`config.mk`:
```
export PLATFORM = sky130hd
export DESIGN_NAME = src_div
export DESIGN_NICKNAME = d
export VERILOG_FILES = /design/src/rtl/src_pkg.sv /design/src/rtl/src_div.sv
export VERILOG_INCLUDE_DIRS = /design/src /design/src/rtl
export SDC_FILE = /design/constraint.sdc
export NUM_CORES = 1
export LEC_CHECK = 0
export BUFFER_PORTS_ARGS = -buffer_cell sky130_fd_sc_hd__buf_2
export CAP_MARGIN = 20
export CORE_MARGIN = 2
export CORE_UTILIZATION = 35
export CTS_CLUSTER_DIAMETER = 150
export DETAILED_ROUTE_END_ITERATION = 6
export PLACE_DENSITY = 0.64
export SYNTH_ARGS = -nofsm -noshare
export SYNTH_HDL_FRONTEND = slang
export SYNTH_SLANG_ARGS = --single-unit
```
`constraint.sdc`:
```
create_clock -name i_clk -period 3.32 [get_ports i_clk]
set_clock_uncertainty 0.1 [all_clocks]
set_input_delay 0.166 -clock i_clk [delete_from_list [all_inputs] [get_ports i_clk]]
set_output_delay 0.166 -clock i_clk [all_outputs]
set_load 0.005 [all_outputs]
```
`src/rtl/sixteen_bit_risc_core_step_assert.svh`:
```
// Assertion macros shared by the core's RTL files.
// No dependencies; included by the modules that check themselves.
`ifndef SIXTEEN_BIT_RISC_CORE_STEP_ASSERT_SVH
`define SIXTEEN_BIT_RISC_CORE_STEP_ASSERT_SVH

// Implication checked on every clock edge outside reset.
`define SRC_ASSERT_IMP(label, clk, rst_n, ante, cons) \
    label: assert property (@(posedge clk) disable iff (!rst_n) (ante) |-> (cons)) \
        else $error("assertion failed");

// Implication whose consequent is checked in the cycle after the antecedent.
`define SRC_ASSERT_NEXT(label, clk, rst_n, ante, cons) \
    label: assert property (@(posedge clk) disable iff (!rst_n) (ante) |=> (cons)) \
        else $error("assertion failed");

`endif

```
`src/rtl/src_pkg.sv`:
```
// Package of the 16-bit RISC core: sizes, opcodes, RX selectors, types.
// No dependencies; used by src_div, the core module and its testbench.
package src_pkg;

    localparam int MemWords = 65536;
    localparam int MemAw    = $clog2(MemWords);

    typedef enum logic [3:0] {
        OP_ADD = 4'h0, OP_SUB = 4'h1, OP_MUL = 4'h2, OP_DIV = 4'h3,
        OP_CMP = 4'h4, OP_CMPLT = 4'h5, OP_CMPEQ = 4'h6, OP_CMPGT = 4'h7,
        OP_TRAP = 4'hd, OP_RX = 4'hf
    } t_opcode;

    typedef enum logic [3:0] {
        RX_LEA = 4'h0, RX_LOAD = 4'h1, RX_STORE = 4'h2, RX_JUMP = 4'h3,
        RX_JUMPC0 = 4'h4, RX_JUMPC1 = 4'h5, RX_JUMPF = 4'h6, RX_JUMPT = 4'h7,
        RX_JAL = 4'h8
    } t_rxop;

    localparam logic [1:0] FUNC_WRITE = 2'd0;
    localparam logic [1:0] FUNC_READ  = 2'd1;
    localparam logic [1:0] FUNC_EXEC  = 2'd2;

    localparam logic [3:0]  REG_FLAGS  = 4'd15;
    localparam logic [15:0] TRAP_WRITE = 16'd2;

    // Divider handshake between the sequencer and the divide unit.
    typedef struct packed {
        logic        start;
        logic [15:0] dividend;
        logic [15:0] divisor;
    } t_div_req;

    typedef struct packed {
        logic        done;
        logic [15:0] quot;
        logic [15:0] rem;
    } t_div_rsp;

endpackage

```
`src/rtl/src_div.sv`:
```
// Iterative 16-bit unsigned divider, one quotient bit per cycle.
// Depends on src_pkg.
`include "sixteen_bit_risc_core_step_assert.svh"
module src_div (
    input  logic             i_clk,
    input  logic             i_rst_n,
    input  src_pkg::t_div_req i_req,
    output src_pkg::t_div_rsp o_rsp
);

    logic        r_busy, n_busy;
    logic [4:0]  r_cnt, n_cnt;
    logic [15:0] r_q, n_q;
    logic [15:0] r_rem, n_rem;
    logic [15:0] r_dvs, n_dvs;
    logic        r_done, n_done;
    logic [16:0] w_trial;

    // Shift in one dividend bit and subtract when it fits.
    always_comb begin
        n_busy  = r_busy;
        n_cnt   = r_cnt;
        n_q     = r_q;
        n_rem   = r_rem;
        n_dvs   = r_dvs;
        n_done  = 1'b0;
        w_trial = {r_rem, r_q[15]} - {1'b0, r_dvs};
        if (i_req.start) begin
            n_busy = 1'b1;
            n_cnt  = 5'd0;
            n_q    = i_req.dividend;
            n_rem  = 16'd0;
            n_dvs  = i_req.divisor;
        end else if (r_busy) begin
            if (!w_trial[16]) begin
                n_rem = w_trial[15:0];
                n_q   = {r_q[14:0], 1'b1};
            end else begin
                n_rem = {r_rem[14:0], r_q[15]};
                n_q   = {r_q[14:0], 1'b0};
            end
            n_cnt = r_cnt + 5'd1;
            if (r_cnt == 5'd15) begin
                n_busy = 1'b0;
                n_done = 1'b1;
            end
        end
    end

    always_ff @(posedge i_clk) begin
        if (!i_rst_n) begin
            r_busy <= 1'b0;
            r_done <= 1'b0;
            r_cnt  <= 5'd0;
        end else begin
            r_busy <= n_busy;
            r_done <= n_done;
            r_cnt  <= n_cnt;
        end
        r_q   <= n_q;
        r_rem <= n_rem;
        r_dvs <= n_dvs;
    end

    assign o_rsp.done = r_done;
    assign o_rsp.quot = r_q;
    assign o_rsp.rem  = r_rem;

    `SRC_ASSERT_NEXT(a_done_ends_busy, i_clk, i_rst_n, r_done, !r_busy || $past(i_req.start))
    `SRC_ASSERT_IMP(a_cnt_idle, i_clk, i_rst_n, !r_busy, r_cnt == 5'd0 || r_cnt == 5'd16)
    `SRC_ASSERT_NEXT(a_start_busy, i_clk, i_rst_n, i_req.start, r_busy)

endmodule

```
# Word-level counts from Yosys, hierarchy flattened
# Cells that the tools add are included.
# totals
output_inout_bits	33
input_bits	35
ff_bits	55
# op_classes
n_mux	8
eq_ne	1
add_sub_neg	2
n_reduce_logical	3
n_bitwise	2
# op_table
operator	count
$mux W16	3
$sub A17 B16 Y17	1
$add A5 B1 Y5 const B	1
$eq A5 B4 Y1 const B	1
$mux W1	5
$reduce_or A3 Y1	1
$not A1 Y1	2
$reduce_bool A2 Y1	1
$reduce_or A2 Y1	1

# Logic depth before layout (Yosys ltp)
# depth
ltp_word	4
depth_mapped	10
depth_no_buf	9

# Worst setup path before layout
# OpenSTA, ideal clock, no wires.
# synth_path
path_kind	reg2reg
from	register r_q[15]
to	register r_rem[10]
setup_time_ps	91
required_ps	3129
setup_slack_ps	713
t_arrival_ps	2416
stages_incl_launch_ff	10
cell_sequence	edfxtp_1 -> inv_1 -> ha_1 -> fa_1 -> nand2b_1 -> a21oi_1 -> o211a_1 -> nor3_1 -> or4b_1 -> a311oi_1
# synth_between
elab_chain_cells	2
# synth_lines
element	line	source
start, declared	src_div.sv:13	logic [15:0] r_q, n_q;
start signal, assigned	src_div.sv:60	r_q <= n_q;
$sub A17 B16 Y17	src_div.sv:27	w_trial = {r_rem, r_q[15]} - {1'b0, r_dvs};
$mux W16	src_div.sv:35	if (!w_trial[16]) begin
end signal, assigned	src_div.sv:61	r_rem <= n_rem;
end, declared	src_div.sv:14	logic [15:0] r_rem, n_rem;
# Every way passes these cells.
# A chain may end at the register's enable or synchronous reset.

# Final worst setup path
# layout_path
from	register r_rem[12]
to	register r_rem[13]
# layout_between
elab_chain_cells	2
# layout_lines
element	line
$sub A17 B16 Y17	src_div.sv:27
$mux W16 *	src_div.sv:35
# Every way passes the cells marked *; elsewhere a longest branch is shown, timed or not.

==> results.md <==
- Fraction of registers with async set or reset after synthesis: 0
- Warning count from the yosys run: 0
- Most common cell in the synthesized netlist: edfxtp_1
- Number of maximum-capacitance violations: 0
- Sum of negative setup slack: 0 ps
- Sequential-to-total area share from yosys stat: 0.444
- Count of cells along the worst register-to-register path: 7
- Required @ worst endpoint: 3450 ps
- Number of DRC markers in iteration 0: 124
- Fraction of the mapped netlist area in adder cells: 0.0766
- Wirelength, routed: 8020 um
- Largest cells by area after synthesis: edfxtp_1 (30%), dfxtp_1 (14%), ha_1 (7.0%)
- Post-synth top area share: 0.300
- Cell area after layout: 3940 um2
- DR vias/cell: 5.45
- Maximum resistive drop on vdd: 0.202 mV
- Worst endpoint data arrival time: 3130 ps
- CP Launch Point: r_rem[12]
- Die Wd: 99.6 um
- Number of rows in the core area: 34
- Slew margin rel.: 0.441
- All-layer global routing usage: 0.164
- Most instantiated flip-flop cell in the synthesis netlist: edfxtp_1
- Type of the worst setup path: flop to flop
- Vias in the first global route: 2729
- Global-route wire length before repair: 13200 um
- Static Leakage: 0.00172 uW
- R2r startpoint: r_rem[12]
- Setup Fix Bufs, Post-CTS: 0
- TritonRoute pass-1 iters: 4
- Kind of launch point of the worst setup path: flop
- Initial Utilization: 0.363
- DIE AREA: 9930 um2
- Top cell types by occurrence after synthesis: edfxtp_1 (32), nand2_1 (26), dfxtp_1 (23)
- Total via count after detailed routing: 2813
- Initial antenna violation count: 0
- Min Clock Period, post-route: 3000 ps
- Number of resized instances in the post-cts repair step: 0
- Die Y: 99.6 um
- Buffers from clock root to sink, at most: 2
- Number of fillers in the final layout: 861
- Largest area contributor in the netlist: edfxtp_1
- Setup crit end kind: flop
- Fraction of synthesized area in multiplexers: 0.0622
- Count of final hold-check violations: 0
- Share of the cycle needed by the critical path after routing: 0.903
- Synthesized-area fraction occupied by ao, oa, aoi and oai cells: 0.173
- DP Wirelength: 5900 um
- Avg Synthesized Cell Area: 9.91 um2
- Count of buffers from port buffering: 67
- Number of synthesized flops with an enable pin: 32
- Last element of the critical path: r_rem[13]
- Worst hold path type: input port to flop
- Final setup violation count: 0
- # diodes: 0
- Share of post-route cells with drive strength above 1: 0.257
- Clk root buf: clkbuf_8
- TritonCTS clock tree: yes
- Synth Cell Area: 3200 um2
- Simple-gate share of the synthesized area: 0.159
- Dominant combinational cell family by area after synthesis: compound AO/OA/AOI/OAI gates
- Number of buffers inserted by hold repair at cts: 17
- Number of unique standard cell types used by synthesis: 48
- Clock sink count: 55
- Largest net degree at the start of global routing: 30
- Synth Register Bits: 55
- Run status: completed
- Worst slew pin tran: 836 ps
- Worst skew pair latency: 320 ps
- Area delta synth->final: 23.0%
- Count of H-tree levels built during CTS: 2
- # nets final: 461
- Xor and xnor fraction of the mapped netlist area: 0.0301
- FMAX: 0.334 GHz
- Post-synthesis net count: 377
- Cell area after placement: 3670 um2
- Grt ovf: 0
- Clock transition at the registers of the reported paths: 120 ps
- I/O Pins: 68
- Synthesized instance count: 323
- Final slew viol count: 0
- Reg2Reg Capture Point: r_rem[13]
- Maximum fanout along the worst path: 9
- Floorplan core area: 8810 um2
- PD cells: 399 nW/um2
- Detail-routed net length per standard cell: 15.5 um
- Final routed DRC violation total: 0
- Unrepaired setup endpoints after global routing: false
- Internal reg-to-reg setup slack: 320 ps
- Inserted Clock Buffers: 5
- Routability cong.: 0.895
- Antenna violation net count after detailed routing: 0
[routing by layer]
metal	vias to the layer above	global-route usage	wire (um)
li1	1374	-	-
met1	1337	0.226	3720
met2	92	0.262	3720
met3	10	0.0401	482
met4	0	0.0348	96
met5	-	0	0
[layout by cell type (no fill, tap or decap), types with 5 or more instances in the layout]
| cell type | netlist | final |
|---|---|---|
| ha_1 | 18 | 18 |
| dlygate4sd3_1 | 0 | 17 |
| clkbuf_8 | 0 | 5 |
| a21oi_1 | 17 | 17 |
| buf_4 | 1 | 12 |
| a311oi_1 | 5 | 5 |
| nand2_1 | 26 | 26 |
| nand3_1 | 12 | 12 |
| nand4_1 | 11 | 11 |
| mux2_2 | 15 | 15 |
| nor2_1 | 17 | 17 |
| xnor2_1 | 6 | 6 |
| nor3_1 | 6 | 6 |
| edfxtp_1 | 32 | 32 |
| o21ai_0 | 13 | 13 |
| o211ai_1 | 11 | 11 |
| dfxtp_1 | 23 | 23 |
| buf_2 | 3 | 67 |
| nand2b_1 | 6 | 6 |
| inv_1 | 22 | 22 |
| a21o_1 | 6 | 6 |
| xor2_1 | 5 | 5 |
[where the power goes]
group / internal [uW] / switching, uW
combinational: 161 / 184
clock: 161 / 258
sequential: 777 / 29.6
[cell type report]
type,count,area [um2],share of cell area
Clock buffer,5,68.8,0.0175
Clock inverter,3,31.3,0.00794
Sequential cell,55,1420,0.361
Multi-Input combinational cell,227,1600,0.407
Tap cell,108,135,0.0343
Inverter,22,82.6,0.0210
Timing Repair Buffer,96,596,0.151
[cells by family after synthesis]
kind of cell / Yosys count
flip-flops: 55
AO/OA/AOI/OAI: 80
buffers and inverters: 41
AND/OR/NAND/NOR: 99
multiplexers: 18
XOR/XNOR: 11
adder cells (fa/ha/maj): 19
[worst max-delay path, stage by stage (launching register included)]
cell,delay [ps]
dfxtp_1,370
ha_1,420
a21oi_1,210
o21ai_0,140
a311o_1,370
o21ai_0,640
nand3_1,390
o221ai_1,280
[per-stage QoR]
step | util | setup WS [ps] | hold WS, ps | instances | total power, uW
detailed placement | 0.416 | 386 | 244 | 491 | 1150
global placement | 0.416 | 446 | 242 | 491 | 1140
global route | 0.447 | 109 | 20.8 | 516 | 1660
floorplan | - | 713 | 165 | 323 | 1030
finish | 0.447 | 323 | 18.6 | 516 | 1570
CTS | 0.447 | 357 | 4.58 | 516 | 1590
[flip-flops by register name (all words and copies together), names as in the netlist]
| name | flops |
|---|---|
| r_dvs | 16 |
| r_q | 16 |
| r_rem | 16 |
| r_cnt | 5 |
| r_busy | 1 |
| r_done | 1 |
[how the worst min path moves through the flow]
| stage | startpoint | to | slack [ps] | cells past startpoint |
|---|---|---|---|---|
| finish | i_req[16] | r_q[0] | 20 | 3 |
| global route | i_req[16] | r_q[0] | 20 | 3 |
| CTS | i_req[16] | r_q[0] | 5 | 3 |
| detailed placement | i_req[13] | r_dvs[13] | 240 | 1 |
| global placement | i_req[6] | r_dvs[6] | 240 | 1 |
| floorplan | i_req[0] | r_dvs[0] | 160 | 0 |
Power figures use the tool's default switching activity.
